[config.mk]
export PLATFORM = sky130hd
export DESIGN_NAME = class_file_structure_scanner_unit
export DESIGN_NICKNAME = d
export VERILOG_FILES = /design/src/design/cfs_pkg.sv /design/src/design/class_file_structure_scanner_unit.sv /design/src/design/cfs_front.sv /design/src/design/cfs_queue.sv /design/src/design/cfs_back.sv
export VERILOG_INCLUDE_DIRS = /design/src /design/src/design
export SDC_FILE = /design/constraint.sdc
export NUM_CORES = 1
export LEC_CHECK = 0
export BUFFER_PORTS_ARGS = -buffer_cell sky130_fd_sc_hd__buf_4
export CELL_PAD_IN_SITES_DETAIL_PLACEMENT = 1
export CELL_PAD_IN_SITES_GLOBAL_PLACEMENT = 2
export CORE_ASPECT_RATIO = 0.8
export CORE_MARGIN = 5
export CORE_UTILIZATION = 38
export CTS_CLUSTER_SIZE = 30
export DETAILED_ROUTE_END_ITERATION = 16
export PLACE_DENSITY_LB_ADDON = 0.05
export SYNTH_ARGS = -nofsm -noshare
export SYNTH_HDL_FRONTEND = slang
export SYNTH_SLANG_ARGS = --single-unit
[constraint.sdc]
create_clock -name clock -period 7.8 [get_ports clock]
set_input_delay 0.39 -clock clock [delete_from_list [all_inputs] [get_ports clock]]
set_output_delay 0.39 -clock clock [all_outputs]
set_load 0.01 [all_outputs]
[src/design/assert_macros.svh]
// Assertion helpers for the scanner modules.
`ifndef ASSERT_MACROS_SVH
`define ASSERT_MACROS_SVH

// Clocked property check, disabled while reset is high.
`define CFS_ASSERT(lbl, clk, rst, prop, msg) \
   lbl: assert property (@(posedge clk) disable iff (rst) prop) else $error(msg);

// Clocked check that also runs during reset.
`define CFS_ASSERT_ALWAYS(lbl, clk, prop, msg) \
   lbl: assert property (@(posedge clk) prop) else $error(msg);

`endif

[src/design/cfs_pkg.sv]
// ----------------------------------------------------------------------------
// cfs_pkg
// Shared types, event codes and lookup tables of the class file scanner.
// ----------------------------------------------------------------------------
package cfs_pkg;

   localparam int QDEPTH = 4;
   localparam int QPTR_W = $clog2(QDEPTH);

   typedef enum logic [2:0] {
      EV_BAD_MAGIC = 3'd0,
      EV_HEADER    = 3'd1,
      EV_POOL      = 3'd2,
      EV_FIELD     = 3'd3,
      EV_METHOD    = 3'd4,
      EV_CLASS_ATTR = 3'd5,
      EV_END       = 3'd6,
      EV_BAD_TAG   = 3'd7
   } event_type;

   localparam logic [3:0] HDR_MAGIC_DONE = 4'd0;
   localparam logic [3:0] HDR_POOL_CNT   = 4'd2;
   localparam logic [3:0] HDR_ACCESS     = 4'd3;
   localparam logic [3:0] HDR_IFACES     = 4'd6;
   localparam logic [3:0] HDR_FIELDS     = 4'd7;
   localparam logic [3:0] HDR_METHODS    = 4'd8;
   localparam logic [3:0] HDR_ATTRS      = 4'd9;

   localparam logic [7:0] TAG_UTF8   = 8'd1;
   localparam logic [7:0] TAG_LONG   = 8'd5;
   localparam logic [7:0] TAG_DOUBLE = 8'd6;

   // One queued result; dbl adds an end event right after it.
   typedef struct packed {
      event_type   ev;
      logic [3:0]  item;
      logic [31:0] off;
      logic [15:0] idx;
      logic [7:0]  tag;
      logic [31:0] val;
      logic        dbl;
   } ev_rec_type;

   function automatic logic [7:0] magic_byte(input logic [1:0] pos);
      logic [7:0] r;
      case (pos)
         2'd0:    r = 8'hCA;
         2'd1:    r = 8'hFE;
         2'd2:    r = 8'hBA;
         default: r = 8'hBE;
      endcase
      return r;
   endfunction

   // Entry size in bytes including the tag, zero for tags with no size.
   function automatic logic [3:0] pool_size(input logic [7:0] t);
      logic [3:0] r;
      case (t)
         8'd3, 8'd4:                              r = 4'd5;
         8'd5, 8'd6:                              r = 4'd9;
         8'd7, 8'd8, 8'd16, 8'd19, 8'd20:         r = 4'd3;
         8'd9, 8'd10, 8'd11, 8'd12, 8'd17, 8'd18: r = 4'd5;
         8'd15:                                   r = 4'd4;
         default:                                 r = 4'd0;
      endcase
      return r;
   endfunction

endpackage

[src/design/class_file_structure_scanner_unit.sv]
// ----------------------------------------------------------------------------
// class_file_structure_scanner_unit
// Byte-serial Java class file structure scanner with queue-style ports.
// ----------------------------------------------------------------------------
//   channel  | ports                         | transfer when
//   ---------+-------------------------------+------------------------
//   request  | req_data_byte, req_first      | req_push && !req_full
//   response | rsp_event_res .. rsp_last     | rsp_pop && !rsp_empty
//
// One byte is taken per cycle while req_full is low; the walker updates its
// counters in that same cycle. Results pass through the queue and the output
// register. A byte that ends a zero-length attribute table yields two results,
// the second taken one pop later. The four-entry queue absorbs output stalls;
// req_full rises only when it is full. Synchronous reset clears control state
// and leaves the walker halted until a byte marked first arrives.
// ----------------------------------------------------------------------------
module class_file_structure_scanner_unit
   import cfs_pkg::*;
(
   input  logic        clock,
   input  logic        reset,
   input  logic        req_push,
   output logic        req_full,
   input  logic [7:0]  req_data_byte,
   input  logic        req_first,
   output logic        rsp_empty,
   input  logic        rsp_pop,
   output logic [2:0]  rsp_event_res,
   output logic [3:0]  rsp_header_item,
   output logic [31:0] rsp_offset,
   output logic [15:0] rsp_index,
   output logic [7:0]  rsp_tag,
   output logic [31:0] rsp_value,
   output logic        rsp_last
);

   logic       take, f_push, q_pop, q_has;
   ev_rec_type f_rec, q_head;

   // Accept a byte whenever the queue has room for what it may produce.
   assign take = req_push && !req_full;

   cfs_front u_front (
      .clock, .reset, .take,
      .data_byte(req_data_byte), .first(req_first),
      .push(f_push), .rec(f_rec)
   );

   // Hold walker results until the output stage drains them.
   cfs_queue u_queue (
      .clock, .reset, .push(f_push), .push_rec(f_rec),
      .pop(q_pop), .head(q_head), .has_data(q_has), .full(req_full)
   );

   cfs_back u_back (
      .clock, .reset, .head(q_head), .has_data(q_has), .q_pop,
      .pop(rsp_pop), .empty(rsp_empty),
      .event_res(rsp_event_res), .header_item(rsp_header_item),
      .offset(rsp_offset), .index(rsp_index), .tag(rsp_tag),
      .value(rsp_value), .last(rsp_last)
   );

endmodule

[src/design/cfs_front.sv]
// ----------------------------------------------------------------------------
// cfs_front
// Byte walker: tracks the class file layout and classifies each byte.
// ----------------------------------------------------------------------------
module cfs_front
   import cfs_pkg::*;
(
   input  logic        clock,
   input  logic        reset,
   input  logic        take,
   input  logic [7:0]  data_byte,
   input  logic        first,
   output logic        push,
   output ev_rec_type  rec
);

   typedef enum logic [3:0] {
      PH_MAGIC, PH_HDR, PH_POOL_TAG, PH_UTF8_LEN, PH_POOL_SKIP,
      PH_IFACE_SKIP, PH_MEMBER, PH_ATTR_HEAD, PH_ATTR_SKIP
   } phase_type;

   phase_type   phase_ff, phase_in;
   logic [2:0]  pos_ff, pos_in;
   logic [31:0] asm_ff, asm_in;
   logic [31:0] off_ff, off_in;
   logic [15:0] idx_ff, idx_in;
   logic [15:0] tot_ff, tot_in;
   logic [15:0] attrs_ff, attrs_in;
   logic [31:0] skip_ff, skip_in;
   logic [7:0]  tag_ff, tag_in;
   logic        halt_ff, halt_in;

   always_comb begin
      phase_type   ph;
      logic [2:0]  p;
      logic [31:0] a, o, sk;
      logic [15:0] ix, tt, ar, v;
      logic [7:0]  tg;
      logic [16:0] nxt;
      logic [3:0]  sz;
      logic        go, pe_done, mb_done, at_done;

      ph = phase_ff; p = pos_ff; a = asm_ff; o = off_ff; ix = idx_ff;
      tt = tot_ff; ar = attrs_ff; sk = skip_ff; tg = tag_ff;
      halt_in = halt_ff;
      nxt = '0;
      if (first) begin
         ph = PH_MAGIC; p = '0; a = '0; o = '0; ix = '0;
         tt = '0; ar = '0; sk = '0; tg = '0;
         halt_in = 1'b0;
      end
      go = take && (first || !halt_ff);
      push = 1'b0;
      rec = '{ev: EV_BAD_MAGIC, item: 4'd0, off: o, idx: 16'd0, tag: 8'd0,
              val: 32'd0, dbl: 1'b0};
      phase_in = ph; pos_in = p; asm_in = a; idx_in = ix; tot_in = tt;
      attrs_in = ar; skip_in = sk; tag_in = tg;
      pe_done = 1'b0; mb_done = 1'b0; at_done = 1'b0;
      v = {a[7:0], data_byte};
      sz = pool_size(data_byte);

      if (go) begin
         unique case (ph)
            PH_MAGIC: begin
               if (data_byte != magic_byte(p[1:0])) begin
                  push = 1'b1;
                  rec.val = {24'd0, data_byte};
                  halt_in = 1'b1;
               end else if (p >= 3'd3) begin
                  phase_in = PH_HDR; idx_in = {12'd0, HDR_MAGIC_DONE}; pos_in = '0;
               end else begin
                  pos_in = p + 3'd1;
               end
            end
            PH_HDR: begin
               if (p == 3'd0) begin
                  asm_in = {24'd0, data_byte}; pos_in = 3'd1;
               end else begin
                  asm_in = {16'd0, v};
                  push = 1'b1;
                  rec.ev = EV_HEADER; rec.item = ix[3:0];
                  rec.off = o - 32'd1; rec.val = {16'd0, v};
                  pos_in = '0;
                  case (ix[3:0])
                     HDR_POOL_CNT: begin
                        tot_in = v;
                        if (v > 16'd1) begin
                           idx_in = 16'd1; phase_in = PH_POOL_TAG;
                        end else begin
                           idx_in = {12'd0, HDR_ACCESS};
                        end
                     end
                     HDR_IFACES: begin
                        skip_in = {15'd0, v, 1'b0};
                        if (v == 16'd0) idx_in = {12'd0, HDR_FIELDS};
                        else phase_in = PH_IFACE_SKIP;
                     end
                     HDR_FIELDS, HDR_METHODS: begin
                        tot_in = v;
                        tag_in = (ix[3:0] == HDR_FIELDS) ? {5'd0, EV_FIELD}
                                                         : {5'd0, EV_METHOD};
                        if (v == 16'd0) begin
                           idx_in = (ix[3:0] == HDR_FIELDS) ? {12'd0, HDR_METHODS}
                                                            : {12'd0, HDR_ATTRS};
                        end else begin
                           idx_in = '0; phase_in = PH_MEMBER;
                        end
                     end
                     HDR_ATTRS: begin
                        if (v == 16'd0) begin
                           rec.dbl = 1'b1; halt_in = 1'b1;
                        end else begin
                           tot_in = v; tag_in = {5'd0, EV_CLASS_ATTR};
                           idx_in = '0; phase_in = PH_ATTR_HEAD;
                        end
                     end
                     default: idx_in = ix + 16'd1;
                  endcase
               end
            end
            PH_POOL_TAG: begin
               tag_in = data_byte;
               push = 1'b1;
               rec.idx = ix; rec.tag = data_byte; rec.ev = EV_POOL;
               if (data_byte == TAG_UTF8) begin
                  pos_in = '0; phase_in = PH_UTF8_LEN;
               end else if (sz == 4'd0) begin
                  rec.ev = EV_BAD_TAG; halt_in = 1'b1;
               end else begin
                  skip_in = {28'd0, sz - 4'd1}; phase_in = PH_POOL_SKIP;
               end
            end
            PH_UTF8_LEN: begin
               if (p == 3'd0) begin
                  asm_in = {24'd0, data_byte}; pos_in = 3'd1;
               end else begin
                  asm_in = {16'd0, v}; skip_in = {16'd0, v};
                  if (v == 16'd0) pe_done = 1'b1;
                  else phase_in = PH_POOL_SKIP;
               end
            end
            PH_POOL_SKIP: begin
               skip_in = sk - 32'd1;
               if (skip_in == 32'd0) pe_done = 1'b1;
            end
            PH_IFACE_SKIP: begin
               skip_in = sk - 32'd1;
               if (skip_in == 32'd0) begin
                  phase_in = PH_HDR; idx_in = {12'd0, HDR_FIELDS}; pos_in = '0;
               end
            end
            PH_MEMBER: begin
               if (p == 3'd0) begin
                  push = 1'b1; rec.ev = event_type'(tg[2:0]); rec.idx = ix;
               end
               if (p == 3'd6) begin
                  asm_in = {24'd0, data_byte}; pos_in = p + 3'd1;
               end else if (p == 3'd7) begin
                  asm_in = {16'd0, v}; attrs_in = v; pos_in = '0;
                  if (v == 16'd0) mb_done = 1'b1;
                  else phase_in = PH_ATTR_HEAD;
               end else begin
                  pos_in = p + 3'd1;
               end
            end
            PH_ATTR_HEAD: begin
               if (p == 3'd0 && tg == {5'd0, EV_CLASS_ATTR}) begin
                  push = 1'b1; rec.ev = EV_CLASS_ATTR; rec.idx = ix;
               end
               if (p == 3'd2) asm_in = {24'd0, data_byte};
               else if (p > 3'd2) asm_in = {a[23:0], data_byte};
               if (p >= 3'd5) begin
                  skip_in = asm_in; pos_in = '0;
                  if (asm_in == 32'd0) at_done = 1'b1;
                  else phase_in = PH_ATTR_SKIP;
               end else begin
                  pos_in = p + 3'd1;
               end
            end
            PH_ATTR_SKIP: begin
               skip_in = sk - 32'd1;
               if (skip_in == 32'd0) at_done = 1'b1;
            end
            default: halt_in = 1'b1;
         endcase

         if (at_done) begin
            pos_in = '0;
            if (tg == {5'd0, EV_CLASS_ATTR}) begin
               nxt = {1'b0, ix} + 17'd1;
               if (nxt < {1'b0, tt}) begin
                  idx_in = nxt[15:0]; phase_in = PH_ATTR_HEAD;
               end else begin
                  push = 1'b1; rec.ev = EV_END;
                  rec.off = o + 32'd1; rec.val = o + 32'd1;
                  halt_in = 1'b1;
               end
            end else begin
               attrs_in = ar - 16'd1;
               if (attrs_in != 16'd0) phase_in = PH_ATTR_HEAD;
               else mb_done = 1'b1;
            end
         end
         if (mb_done) begin
            nxt = {1'b0, ix} + 17'd1;
            if (nxt < {1'b0, tt}) begin
               idx_in = nxt[15:0]; pos_in = '0; phase_in = PH_MEMBER;
            end else begin
               phase_in = PH_HDR; pos_in = '0;
               idx_in = (tg == {5'd0, EV_FIELD}) ? {12'd0, HDR_METHODS}
                                                 : {12'd0, HDR_ATTRS};
            end
         end
         if (pe_done) begin
            nxt = {1'b0, ix} + ((tg == TAG_LONG || tg == TAG_DOUBLE) ? 17'd2 : 17'd1);
            if (nxt < {1'b0, tt}) begin
               idx_in = nxt[15:0]; phase_in = PH_POOL_TAG;
            end else begin
               phase_in = PH_HDR; idx_in = {12'd0, HDR_ACCESS}; pos_in = '0;
            end
         end
      end
      off_in = go ? o + 32'd1 : off_ff;
      if (!go) begin
         phase_in = phase_ff; pos_in = pos_ff; asm_in = asm_ff; idx_in = idx_ff;
         tot_in = tot_ff; attrs_in = attrs_ff; skip_in = skip_ff; tag_in = tag_ff;
         halt_in = halt_ff;
      end
   end

   always_ff @(posedge clock) begin
      if (reset) begin
         phase_ff <= PH_MAGIC; pos_ff <= '0; asm_ff <= '0; off_ff <= '0;
         idx_ff <= '0; tot_ff <= '0; attrs_ff <= '0; skip_ff <= '0;
         tag_ff <= '0; halt_ff <= 1'b1;
      end else begin
         phase_ff <= phase_in; pos_ff <= pos_in; asm_ff <= asm_in; off_ff <= off_in;
         idx_ff <= idx_in; tot_ff <= tot_in; attrs_ff <= attrs_in; skip_ff <= skip_in;
         tag_ff <= tag_in; halt_ff <= halt_in;
      end
   end

endmodule

[src/design/cfs_queue.sv]
// ----------------------------------------------------------------------------
// cfs_queue
// Short result queue between the byte walker and the output stage.
// ----------------------------------------------------------------------------
`include "assert_macros.svh"

module cfs_queue
   import cfs_pkg::*;
(
   input  logic        clock,
   input  logic        reset,
   input  logic        push,
   input  ev_rec_type  push_rec,
   input  logic        pop,
   output ev_rec_type  head,
   output logic        has_data,
   output logic        full
);

   ev_rec_type         mem_ff [QDEPTH];
   logic [QPTR_W-1:0]  wr_ff, rd_ff;
   logic [QPTR_W:0]    cnt_ff;

   assign has_data = (cnt_ff != '0);
   assign full     = (cnt_ff == (QPTR_W+1)'(QDEPTH));
   assign head     = mem_ff[rd_ff];

   always_ff @(posedge clock) begin
      if (push) mem_ff[wr_ff] <= push_rec;
   end

   always_ff @(posedge clock) begin
      if (reset) begin
         wr_ff <= '0; rd_ff <= '0; cnt_ff <= '0;
      end else begin
         if (push) wr_ff <= wr_ff + 1'b1;
         if (pop)  rd_ff <= rd_ff + 1'b1;
         cnt_ff <= cnt_ff + (QPTR_W+1)'(push) - (QPTR_W+1)'(pop);
      end
   end

   `CFS_ASSERT(q_no_overflow, clock, reset, !(push && full), "queue push while full")
   `CFS_ASSERT(q_no_underflow, clock, reset, !(pop && !has_data), "queue pop while empty")
   `CFS_ASSERT(q_count_up, clock, reset, (push && !pop) |=> (cnt_ff == $past(cnt_ff) + 1'b1), "queue count did not advance")

endmodule

[src/design/cfs_back.sv]
// ----------------------------------------------------------------------------
// cfs_back
// Output stage: holds the current result and expands an attached end event.
// ----------------------------------------------------------------------------
module cfs_back
   import cfs_pkg::*;
(
   input  logic        clock,
   input  logic        reset,
   input  ev_rec_type  head,
   input  logic        has_data,
   output logic        q_pop,
   input  logic        pop,
   output logic        empty,
   output logic [2:0]  event_res,
   output logic [3:0]  header_item,
   output logic [31:0] offset,
   output logic [15:0] index,
   output logic [7:0]  tag,
   output logic [31:0] value,
   output logic        last
);

   ev_rec_type rec_ff;
   logic       valid_ff, second_ff;
   logic       advance, need_second;
   logic [31:0] end_off;

   assign need_second = valid_ff && !second_ff && rec_ff.dbl;
   assign advance     = !valid_ff || pop;
   assign q_pop       = advance && !need_second && has_data;
   assign empty       = !valid_ff;
   assign end_off     = rec_ff.off + 32'd2;

   always_comb begin
      if (second_ff) begin
         event_res = EV_END; header_item = '0; offset = end_off;
         index = '0; tag = '0; value = end_off; last = 1'b1;
      end else begin
         event_res = rec_ff.ev; header_item = rec_ff.item; offset = rec_ff.off;
         index = rec_ff.idx; tag = rec_ff.tag; value = rec_ff.val; last = !rec_ff.dbl;
      end
   end

   always_ff @(posedge clock) begin
      if (q_pop) rec_ff <= head;
   end

   always_ff @(posedge clock) begin
      if (reset) begin
         valid_ff <= 1'b0; second_ff <= 1'b0;
      end else if (advance) begin
         if (need_second) begin
            second_ff <= 1'b1;
         end else begin
            valid_ff  <= has_data;
            second_ff <= 1'b0;
         end
      end
   end

endmodule
==> Yosys cells after proc, flatten, opt, wreduce, memory -nomap -nowiden <==
Memory sizes are Yosys's and may differ from the RTL's. A register that Yosys moved wholly into a read port is not among the register bits.
Index checks and enable logic that the tools add are counted.
{ "word_totals": {"latch_bits": 0, "ff_bits": 169, "mem_bits_ro": 128, "out_inout_bits": 98, "wordCells": 268, "input_bits": 13, "n_memories": 2, "ramBits": 384} }
{ "memory_table": {"columns": ["memory", "depth", "width", "read_ports", "rd_clocked_by_memory_dff", "wr", "line_no", "rtl"], "rows": [
  ["u_queue.mem_ff", 4, 96, 1, 1, 1, "cfs_queue.sv:20", "ev_rec_type mem_ff [QDEPTH];"],
  ["(name not given)", 32, 4, 1, 0, 0, "cfs_pkg.sv:58", "case (t)"]
]} }
{ "classes": {"n_reduce_logical": 32, "add_sub_neg": 14, "shift": 0, "div_mod_pow": 0, "mul": 0, "mux": 174, "eq_ne": 24, "bitwise": 1, "n_lt_le_gt_ge": 6} }
{ "ops": {"columns": ["op", "count"], "rows": [
  ["$mux 32", 23],
  ["$mux 16", 29],
  ["$pmux 32 s5", 1],
  ["$mux 4", 25],
  ["$mux 96", 1],
  ["$pmux 16 s3", 2],
  ["$pmux 32 s3", 1],
  ["$mux 3", 23],
  ["$logic_not 32->1", 2],
  ["$mux 8", 8],
  ["$pmux 16 s4", 1],
  ["$pmux 32 s2", 1],
  ["$sub 32x1->32 const B", 2],
  ["$mux 1", 41],
  ["$mux 37", 1],
  ["$mux 36", 1],
  ["$lt 17x16->1", 2],
  ["$add 32x1->32 const B", 1],
  ["$add 32x2->32 const B", 1],
  ["$pmux 16 s2", 1],
  ["$pmux 8 s2", 2],
  ["$pmux 4 s7", 1],
  ["$eq 4x3->1 const B", 6],
  ["$pmux 3 s7", 1],
  ["46 further kinds", 74]
]} }

==> Logic depth before layout (Yosys ltp) <==
Gate-level depths: netlist (run 1).
{ "logic_depth": {"ltp_word": 16, "depth_mapped": 29} }

==> By module <==
A second synthesis (run 1) with hierarchy kept.
{ "hier_totals": {"hier_cells": 3280, "hier_area_um2": 34610.7} }
{ "by_module_without_submodules": {"columns": ["mod", "cells_each", "n_inst", "area_each_um2"], "rows": [
  ["cfs_front", 2329, 1, 15542.4],
  ["cfs_queue", 544, 1, 14283.7],
  ["cfs_back", 406, 1, 4770.8],
  ["class_file_structure_scanner_unit", 1, 1, 13.8]
]} }

==> Least setup slack after synthesis (run 1) <==
Ideal clock, no wire load.
{ "synth_path": {"kind": "input to register", "from": "in req_first", "to": "mem u_queue.mem_ff[1][0] (netlist bit) (enable)", "setup_slack_ps": 108, "arrival_ps": 7227, "path_stages": 23, "cell_sequence": "buf_2 > inv_1 > clkbuf_1 > clkbuf_1 > clkbuf_1 > buf_1 > clkbuf_1 > clkbuf_1 > buf_1 > nand2_1 > ha_1 > clkbuf_1 > inv_1 > nand2_1 > a32o_1 > nor3_1 > nand4_1 > and4b_1 > buf_2 > a32o_1 > nand2_1 > a21oi_2 > and2_1"} }
{ "synth_between": {"elab_chain_cells": 15, "elab_cells_between_ends": 53} }
{ "synth_lines": {"columns": ["element", "line_no", "rtl"], "rows": [
  ["start, declared", "class_file_structure_scanner_unit.sv:25", "input logic req_first,"],
  ["parallel branches: the longest is 12 deep, another holds $add 16x1->17", null, null],
  ["$mux 1 (*)", "cfs_front.sv:62", "if (go) begin"],
  ["via f_push", "class_file_structure_scanner_unit.sv:37", "logic take, f_push, q_pop, q_has;"],
  ["$mux 1 (*)", "cfs_queue.sv:29", "if (push) mem_ff[wr_ff] <= push_rec;"],
  ["$mux 1 (implied by the code) (*)", "cfs_queue.sv:29", null],
  ["end, declared", "cfs_queue.sv:20", null]
]} }
Mark *: on every way through the listed nets, which the timed path passes. The select of a mux whose other input is x is not followed.

==> results.yml, run 1 <==
synthesis:
  ys.flop_type: "edfxtp_1"
  ys_seq_elements: 649
  synth_most_common_cell: "edfxtp_1"
  yosysTopAreaCell: "edfxtp_1"
  synth_warnings: 0
  yosysUniqueCellTypes: 95
  synthTopCellsByArea: "edfxtp_1 (42%), dfxtp_1 (10%), mux4_2 (6.4%)"
  synth-edff-count: 480
  synth_top_area_share_pct: 42.4
  async_flop_share_pct: 0
  synthTopCellsByCount: "edfxtp_1 (480), nor2_1 (397), nand2_1 (303), a21oi_1 (240), clkbuf_1 (170)"
  synthCells: 3232
  synth-seq-area-share_pct: 52.4
  synth.cell_area_um2: 34000
  synth.avg_cell_area_um2: 10.5
  syn-num-nets: 3308
worst_hold_path:
  min_path_cells: 3
  holdPathEnd: "u_back.second_ff"
  hp-class: "input pin to flop"
  worstHoldStart: "rsp_pop"
floorplanning:
  dieArea_um2: 95500
  die_h_um: 277
  io_pins: 111
  coreArea_um2: 89000
  initial_core_util_pct: 38.2
  die-width_um: 344
  rows: 98
worst_setup_path:
  max_stage_delay_ns: 0.65
  r2r-end: "u_queue.mem_ff[1][84]"
  r2r_slack_ns: 1.47
  worstPathCellList: "nand2_1, inv_1, ha_1, nand4_1, nand2b_1, or3_1, a21oi_1, ha_1, a211o_1, a211oi_1, a2111oi_0, buf_4, o21ai_1, nor2_2, nand2_2, nor3_1, a21o_1"
  cp_common_cell: "ha_1"
  required_ns: 8.27
  path_buf_inv: 2
  arrival_ns: 6.80
  worstSetupPathType: "flop to flop"
  reg2reg_depth: 17
  end_kind: "flop"
  cp_top_family: "simple AND/OR/NAND/NOR gates"
  start_kind: "flop"
  cp_slowest_cell: "nor3_1"
  timing.rr.start: "u_front.idx_ff[0]"
  crit_fanout: 23
layout:
  fin_nets: 3323
  multiInputGateArea_um2: 15100
  ff_latch_area_um2: 17800
  utilization_pct: 43.1
  final_layout_size_suffix_gt1_share_pct: 13.2
  antenna_cells: 0
  stdcell_area_um2: 38400
  fill_cells: 9750
  synthToLayoutAreaGrowth_pct: 12.9
  finalNonFillerCells: 4503
sta:
  rsz0062_at_grt: "no"
  setup_slack_ns: 1.47
  finalSetupViolCount: 0
  hold_ws_ns: 0.0582
  post-route-period-util_pct: 81.2
  tightest_slew_ns: 1.34
  fmax_mhz: 158
  final_max_slew_viol_count: 0
  final.setup.tns_ns: 0
  clock_skew_ns: 0.0441
  period_minus_slack_ns: 6.33
  hold_viol_final: 0
  relSlewSlack_pct: 10.2
clock_network:
  post_cts_buffers: 0
  clock_latency_ns: 0.65
  cts_resized: 0
  clockBufferDepth: 3
  cts_tree: "done"
  cts_buffers: 73
  cts_hold_buf: 0
  root_buffer: "clkbuf_16"
  cts_sinks: 649
  path_clk_slew_ns: 0.07
  cts_max_level: 3
placement:
  place_area_um2: 36000
  gp_congestion: 0.868
  hpwl_mm: 80.1
  place_ws_ns: 1.31
  io_buffers: 110
  dp.cells: 4372
drt:
  via_count: 26400
  avgViaCountPerCell: 5.86
  drc: 0
  drt_wl_total_mm: 116
  initialDrtViolationCount: 1991
  detail-route-antenna-nets: 0
  routedWlPerCell_um: 25.8
  drtPass1Iterations: 5
power:
  max-vdd-ir-drop_v: 0.000206
  power.leakage_nw: 12.9
  finalPower_mw: 10.3
  power.density_nw_per_um2: 270
grt:
  grt_start_max_net_pins: 73
  antenna_found_initial: 2
  first_global_vias: 26700
  grt_pass1_wl_mm: 175
  gr-total-overflow: 0
  track_usage_pct: 23.9
run:
  maxCapViolCount: 0
run_status:
  status: "finished clean"
cells by family after synthesis:
logic type	count (synthesis)	synth area share [%]
mux	116	6.96
simple gates	1228	17.5
fa+ha+maj	64	2.39
buf+inv	296	3.40
compound gates	731	13.6
flops	649	52.4
xor+xnor	148	3.81
routing by layer:
| layer | GRT usage (%) | wire length [um] | vias to the layer above |
|---|---|---|---|
| met2 | 35.6 | 50300 | 648 |
| li1 | - | - | 12000 |
| met3 | 4.32 | 6160 | 160 |
| met4 | 6.28 | 3030 | 0 |
| met5 | 0 | 0 | - |
| met1 | 35.9 | 56700 | 13500 |
report_power, final:
group | internal [mW] | total (mW) | switching (mW)
Combinational | 1.05 | 2.37 | 1.32
Clock | 1.97 | 3.45 | 1.48
Sequential | 4.22 | 4.53 | 0.311
state kept, by name, summed over array words and instances, names as in the netlist:
register          flops
u_front.phase_ff      4
u_front.tot_ff       16
u_queue.wr_ff         2
u_front.halt_ff       1
u_front.off_ff       32
u_front.attrs_ff     16
u_queue.mem_ff      384
u_back.valid_ff       1
u_back.second_ff      1
u_front.idx_ff       16
u_front.tag_ff        8
u_back.rec_ff        96
u_queue.rd_ff         2
u_queue.cnt_ff        3
u_front.asm_ff       32
u_front.pos_ff        3
u_front.skip_ff      32
layout make-up:
cell class / count / share of cell area [%]
Clock inverter: 35 / 1.08
Sequential cell: 649 / 46.4
Inverter: 64 / 0.626
Multi-Input combinational cell: 2287 / 39.3
Timing Repair Buffer: 172 / 3.54
Clock buffer: 96 / 5.12
Tap cell: 1200 / 3.91
worst reg2reg max path, cell delays in order, from the launching register on:
cell	delay [ns]
dfxtp_1	0.48
nand2_1	0.29
inv_1	0.28
ha_1	0.46
nand4_1	0.33
nand2b_1	0.35
or3_1	0.35
a21oi_1	0.21
ha_1	0.21
a211o_1	0.13
a211oi_1	0.05
a2111oi_0	0.56
buf_4	0.24
o21ai_1	0.17
nor2_2	0.56
nand2_2	0.61
nor3_1	0.66
a21o_1	0.19
placed cells by master (no fill, tap or decap), drive strengths merged, types with 9 or more instances in the layout:
cell type	count
nand2	304
a211oi	18
a21oi	241
mux4	96
a22oi	87
nor2b	82
xnor2	98
and2	20
nand3b	13
inv	70
mux2i	17
o211ai	18
xor2	50
dfxtp	169
a22o	9
o21a	9
edfxtp	480
ha	61
or3	21
a21o	20
buf	172
nor2	400
o31ai	10
and3	55
and4	11
nand2b	16
nand4	41
o21ai	177
clkbuf	96
clkinv	22
a31oi	21
a221oi	18
nor4	43
or2	13
nor3	102
o22ai	19
nand3	75
how the worst max path moves through the flow:
stage                     cells after the start  slack (ns)               from                     to
after floorplan                              23        0.11          req_first   u_queue.mem_ff[1][0]
after global placement                       21        1.64          req_first  u_queue.mem_ff[0][50]
after detailed placement                     21        1.31          req_first  u_queue.mem_ff[0][51]
after CTS                                    19        1.57  u_front.idx_ff[0]  u_queue.mem_ff[0][80]
after global routing                         17        1.14  u_front.idx_ff[0]  u_queue.mem_ff[2][87]
final                                        17        1.47  u_front.idx_ff[0]  u_queue.mem_ff[1][84]
Note: power is estimated with default switching activity, not from simulation.
==> run 2, diff against run 1 <==
--- a/config.mk
+++ b/config.mk
@@ -11,7 +11,7 @@
 export CELL_PAD_IN_SITES_GLOBAL_PLACEMENT = 2
 export CORE_ASPECT_RATIO = 0.8
 export CORE_MARGIN = 5
-export CORE_UTILIZATION = 38
+export CORE_UTILIZATION = 42
 export CTS_CLUSTER_SIZE = 30
 export DETAILED_ROUTE_END_ITERATION = 16
 export PLACE_DENSITY_LB_ADDON = 0.05
==> constraint.sdc (replaced) <==
create_clock -name clock -period 6.5 [get_ports clock]
set_input_delay 0.325 -clock clock [delete_from_list [all_inputs] [get_ports clock]]
set_output_delay 0.325 -clock clock [all_outputs]
set_load 0.01 [all_outputs]
==> run 2 against run 1 <==
Critical path depth fell by 3. Power rose by 19%. Largest cell class unchanged. Largest power group unchanged. Combinational power rose by 21%. Die area fell by 9.2%. Clock skew fell by 0.024 ns. Highest routed layer unchanged. Count of clock-buffer cells in the layout fell by 5.
==> results.yml, run 2 (synthesis results as in run 1) <==
run_status:
  status: "finished clean"
drt:
  via_count: 26700
  drtPass1Iterations: 5
  wl_met3_mm: 6.69
  dr.max_layer_used: "met4"
  routedWlPerCell_um: 26.2
  avgViaCountPerCell: 6.06
  detail-route-antenna-nets: 0
  wl_met1_mm: 54.8
  initialDrtViolationCount: 2244
  drt_wl_total_mm: 116
  wl_met2_mm: 51.0
  drc: 0
sta:
  finalSetupViolCount: 0
  relSlewSlack_pct: 10.0
  fmax_mhz: 174
  tightest_slew_ns: 1.34
  final.setup.tns_ns: 0
  post-route-period-util_pct: 88.6
  final_max_slew_viol_count: 0
  rsz0062_at_grt: "no"
  clock_skew_ns: 0.0201
  hold_viol_final: 0
  period_minus_slack_ns: 5.76
layout:
  ff_latch_area_um2: 17800
  fin_nets: 3334
  antenna_cells: 0
  multiInputGateArea_um2: 15100
  reg_top3: "u_queue.mem_ff: 384 flops, u_back.rec_ff: 96 flops"
  fill_cells: 8686
  top_register: "u_queue.mem_ff"
  final_common_cell: "edfxtp_1"
  stdcell_area_um2: 38300
  layout_common_cells: "edfxtp_1 (480), nor2_1 (394), nand2_1 (303)"
  largest_reg_flops: 384
  finalNonFillerCells: 4406
  synthToLayoutAreaGrowth_pct: 12.7
  final_layout_size_suffix_gt1_share_pct: 13.5
worst_setup_path:
  cp_common_cell: "nor2b_1"
  max_stage_delay_ns: 0.82
  cp_slowest_cell: "nor4b_2"
  r2r_slack_ns: 0.74
  arrival_ns: 6.06
  worstSetupPathType: "flop to flop"
  crit_fanout: 43
  reg2reg_depth: 14
  r2r-end: "u_queue.mem_ff[3][56]"
  timing.rr.start: "u_front.pos_ff[1]"
  worstPathCellList: "nor2b_1, ha_1, nor2b_1, buf_4, o21ai_0, a21oi_1, nor4_1, nand4_1, nor4b_2, a32o_1, nand2_1, a21oi_2, and2_4, buf_12"
  start_kind: "flop"
  required_ns: 6.80
  end_kind: "flop"
grt:
  grt_pass1_wl_mm: 174
  grt_start_max_net_pins: 69
  track_usage_pct: 26.1
  gr-total-overflow: 0
  first_global_vias: 26900
  antenna_found_initial: 0
clock_network:
  clock_latency_ns: 0.64
  cts_tree: "done"
  path_clk_slew_ns: 0.06
  cts_buffers: 70
  post_cts_buffers: 0
  cts_sinks: 649
  clockBufferDepth: 3
  cts_max_level: 3
  root_buffer: "clkbuf_16"
floorplanning:
  dieArea_um2: 86700
  die-width_um: 328
  io_pins: 111
  coreArea_um2: 80400
  initial_core_util_pct: 42.3
  rows: 93
  die_h_um: 264
placement:
  gp_congestion: 0.913
  place_area_um2: 36000
  dp.cells: 4277
  io_buffers: 110
  hpwl_mm: 79.9
power:
  pwr-share-clk_pct: 32.5
  p_sw_mw: 3.70
  p_comb_share_pct: 23.3
  p_int_mw: 8.61
  finalPower_mw: 12.3
  power_frac_seq_pct: 44.2
  max-vdd-ir-drop_v: 0.000369
  switching_share_pct: 30.0
  power.leakage_nw: 12.9
  power.density_nw_per_um2: 321
run:
  maxCapViolCount: 0
worst_hold_path:
  holdPathEnd: "u_front.tot_ff[0]"
  min_path_cells: 3
  worstHoldStart: "req_data_byte[0]"
  hp-class: "input pin to flop"
run 2: cell count changes in the layout (fill, tap and decap cells not counted), sizes merged:
cell / previous run / this run
inv: 70 / 66
bufinv: 5 / 4
dlygate4sd3: 0 / 1
buf: 172 / 185
clkinv: 22 / 27
clkinvlp: 2 / 4
clkbuf: 96 / 91
run 2: worst max-delay path, delay by kind of cell (launching register included):
kind,cells,cell delay [ns]
flip-flops,1,0.54
AND/OR/NAND/NOR,7,2.59
AO/OA/AOI/OAI,4,1.27
adder cells (fa/ha/maj),1,0.42
buffers and inverters,2,0.52
run 2: layout make-up:
type	count	share of cell area, %
Sequential cell	649	46.5
Multi-Input combinational cell	2287	39.4
Clock buffer	91	5.02
Timing Repair Buffer	186	3.96
Tap cell	1092	3.57
Clock inverter	37	0.931
Inverter	64	0.627
run 2: how the worst max path moves through the flow:
stage	start	end	slack, ns	depth (start not counted)
floorplan	req_first	u_queue.mem_ff[0][0]	-0.07	23
global placement	req_first	u_front.idx_ff[10]	0.65	24
detailed placement	req_first	u_front.idx_ff[8]	0.57	24
CTS	u_front.idx_ff[0]	u_queue.mem_ff[3][56]	0.77	18
global route	u_front.idx_ff[0]	u_queue.mem_ff[3][56]	0.14	18
finish	u_front.pos_ff[1]	u_queue.mem_ff[3][56]	0.74	14
run 2: per-layer routing:
| metal | up-vias | track usage [%] |
|---|---|---|
| li1 | 12100 | - |
| met1 | 13700 | 39.7 |
| met2 | 818 | 39.6 |
| met3 | 173 | 3.66 |
| met4 | 0 | 6.74 |
| met5 | - | 0 |
run 2: per-stage QoR:
stage	util, %	setup WS, ns	hold WS (ns)
after floorplan	-	-0.0740	0.449
after CTS	47.6	0.772	0.0965
final	47.6	0.742	0.142
after global placement	44.8	0.646	0.464
after detailed placement	44.8	0.571	0.468
after global routing	47.6	0.138	0.133
run 2: timing repair:
action / in CTS / in global routing
hold buffers: 1 / 0
endpoints found under the hold margin: 1 / 0
resized for setup: 0 / 0
run 2: power groups by stage:
stage | registers [mW] | clock network [mW] | logic, mW
final | 5.44 | 3.99 | 2.87
after global routing | 5.49 | 4.27 | 3.11
after CTS | 5.45 | 4.10 | 2.93
after detailed placement | 5.53 | 0 | 2.91
after global placement | 5.51 | 0 | 2.86
after floorplan | 5.34 | 0 | 1.86
==> run 3, diff against run 2 <==
--- a/config.mk
+++ b/config.mk
@@ -6,14 +6,14 @@
 export SDC_FILE = /design/constraint.sdc
 export NUM_CORES = 1
 export LEC_CHECK = 0
-export BUFFER_PORTS_ARGS = -buffer_cell sky130_fd_sc_hd__buf_4
 export CELL_PAD_IN_SITES_DETAIL_PLACEMENT = 1
 export CELL_PAD_IN_SITES_GLOBAL_PLACEMENT = 2
 export CORE_ASPECT_RATIO = 0.8
 export CORE_MARGIN = 5
-export CORE_UTILIZATION = 42
+export CORE_UTILIZATION = 43
 export CTS_CLUSTER_SIZE = 30
 export DETAILED_ROUTE_END_ITERATION = 16
+export DONT_BUFFER_PORTS = 1
 export PLACE_DENSITY_LB_ADDON = 0.05
 export SYNTH_ARGS = -nofsm -noshare
 export SYNTH_HDL_FRONTEND = slang
==> run 3 against run 2 <==
The flow now finishes with violations (max-capacitance violations). Wire length is 0.39% lower. Final area is 1.5% lower. Power is 0.81% lower. Non-clock buffer count is 103 lower. Sequential power hardly changed. Flip-flop and latch count stayed put. Final cell count is 3.6% lower. Sequential share of layout area is 0.68 points higher. Highest routed layer unchanged.
==> results.yml, run 3 (synthesis results as in run 1) <==
worst_setup_path:
  start_kind: "flop"
  reg2reg_depth: 17
  path_buf_inv: 2
  crit_fanout: 34
  worstPathCellList: "nand2_1, inv_1, ha_1, nand4_1, nand2b_1, or3_1, a21oi_1, ha_1, a211o_1, a211oi_1, a2111oi_0, nor2_1, nor2_1, nand2_1, a21oi_2, and2_4, buf_12"
  r2r_slack_ns: 0.37
  cp_slowest_cell: "a2111oi_0"
  required_ns: 6.80
  timing.rr.start: "u_front.idx_ff[0]"
  arrival_ns: 6.43
  r2r-end: "u_queue.mem_ff[3][73]"
  cp_top_family: "simple AND/OR/NAND/NOR gates"
  worstSetupPathType: "flop to flop"
  end_kind: "flop"
  max_stage_delay_ns: 1.23
layout:
  final_layout_size_suffix_gt1_share_pct: 10.6
  final_common_cell: "edfxtp_1"
  utilization_pct: 48.0
  largest_reg_flops: 384
  finalNonFillerCells: 4249
  fin_nets: 3232
  reg_top3: "u_queue.mem_ff: 384 flops, u_back.rec_ff: 96 flops"
  top_register: "u_queue.mem_ff"
  synthToLayoutAreaGrowth_pct: 11.0
  layout_common_cells: "edfxtp_1 (480), nor2_1 (394), nand2_1 (303)"
  fill_cells: 8379
sta:
  hold_viol_final: 0
  finalSetupViolCount: 0
  rsz0062_at_grt: "no"
  clock_skew_ns: 0.0324
  period_minus_slack_ns: 6.13
  post-route-period-util_pct: 94.3
  relSlewSlack_pct: 0.936
  fmax_mhz: 163
  final_max_slew_viol_count: 0
  tightest_slew_ns: 1.45
drt:
  via_count: 26400
  routedWlPerCell_um: 27.1
  detail-route-antenna-nets: 0
  initialDrtViolationCount: 2383
  drc: 0
  drtPass1Iterations: 5
  drt_wl_total_mm: 115
  avgViaCountPerCell: 6.21
power:
  max-vdd-ir-drop_v: 0.000272
  power.density_nw_per_um2: 323
  power.leakage_nw: 12.6
clock_network:
  cts_tree: "done"
  cts_hold_buf: 16
  path_clk_slew_ns: 0.07
  post_cts_buffers: 0
  cts_max_level: 3
  clockBufferDepth: 3
  clock_latency_ns: 0.64
  cts_resized: 0
  root_buffer: "clkbuf_16"
  cts_buffers: 71
  cts_sinks: 649
worst_hold_path:
  hp-class: "input pin to flop"
  worstHoldStart: "req_first"
  holdPathEnd: "u_front.off_ff[19]"
  min_path_cells: 3
placement:
  io_buffers: 0
  gp_congestion: 0.894
  hpwl_mm: 76.6
  dp.cells: 4101
grt:
  track_usage_pct: 26.8
  antenna_found_initial: 2
  grt_start_max_net_pins: 206
  first_global_vias: 26800
  gr-total-overflow: 0
  grt_pass1_wl_mm: 173
floorplanning:
  die-width_um: 324
  initial_core_util_pct: 43.2
  coreArea_um2: 78600
  io_pins: 111
  rows: 92
  die_h_um: 261
  dieArea_um2: 84800
run_status:
  status: "finished with violations"
  violations: "max-capacitance violations"
run:
  maxCapViolCount: 1
==> run 3: changes by cell type in the layout (fill, tap and decap cells not counted), sizes merged <==
cell	before	now
buf	185	68
clkinv	27	13
dlygate4sd3	1	15
bufinv	4	12
clkbuf	91	95
inv	66	70
clkinvlp	4	5
diode	0	1
==> run 3: area by class of cell <==
cell class / count / area (um2) / area share (%)
diodes: 1 / 2.50 / 0.00663
clock buffers: 95 / 1970 / 5.22
clock inverters: 36 / 579 / 1.54
inverters: 64 / 240 / 0.637
multi-input cells: 2287 / 15100 / 40.0
flip-flops and latches: 649 / 17800 / 47.2
well taps: 1034 / 1290 / 3.43
repair buffers: 83 / 756 / 2.00
==> run 3: where the power goes <==
part / switching (mW) / total, mW / leakage, nW / internal (mW)
registers: 0.386 / 5.45 / 5.83 / 5.06
clock network: 1.78 / 4.42 / 1.23 / 2.64
logic: 1.45 / 2.33 / 5.49 / 0.883
==> run 3: routing by layer <==
layer	vias to the layer above	part of all wire, %	wire length [um]	global-route usage [%]
li1	11800	-	-	-
met3	163	5.9	6790	4.54
met5	-	0	0	0
met2	816	44	50500	40.3
met1	13600	47	54500	40.0
met4	0	2.8	3260	7.68
==> run 3: worst reg2reg max path: stages, from the launching register on <==
cell and delay, ns:
dfxtp_1 0.46, nand2_1 0.23, inv_1 0.26, ha_1 0.22, nand4_1 0.24, nand2b_1 0.35
or3_1 0.35, a21oi_1 0.21, ha_1 0.20, a211o_1 0.14, a211oi_1 0.05, a2111oi_0 1.23
nor2_1 0.18, nor2_1 0.28, nand2_1 0.14, a21oi_2 0.38, and2_4 0.51, buf_12 0.33
==> run 3: worst max-delay path by stage <==
stage,from,cells after the start,end,slack [ns]
2_1_floorplan,req_first,23,u_queue.mem_ff[0][0],-0.07
4_1_cts,u_front.idx_ff[0],17,u_queue.mem_ff[3][73],0.42
6_report,u_front.idx_ff[0],17,u_queue.mem_ff[3][73],0.37
3_5_place_dp,u_front.idx_ff[0],17,u_queue.mem_ff[3][16],0.51
5_1_grt,u_front.idx_ff[0],17,u_queue.mem_ff[3][73],0.17
3_3_place_gp,req_first,18,u_queue.mem_ff[2][16],0.69
==> run 3: per-stage QoR <==
stage / setup slack [ns] / cell area, um2 / setup TNS, ns / hold WS [ns] / total power, mW
floorplan: -0.0740 / 34000 / -28.43 / 0.449 / 7.20
global placement: 0.694 / 35000 / 0 / 0.418 / 7.78
detailed placement: 0.514 / 35000 / 0 / 0.435 / 7.86
CTS: 0.420 / 37700 / 0 / 0.00172 / 12.3
global route: 0.168 / 37700 / 0 / 0.0296 / 12.7
finish: 0.370 / 37700 / 0 / 0.0119 / 12.2
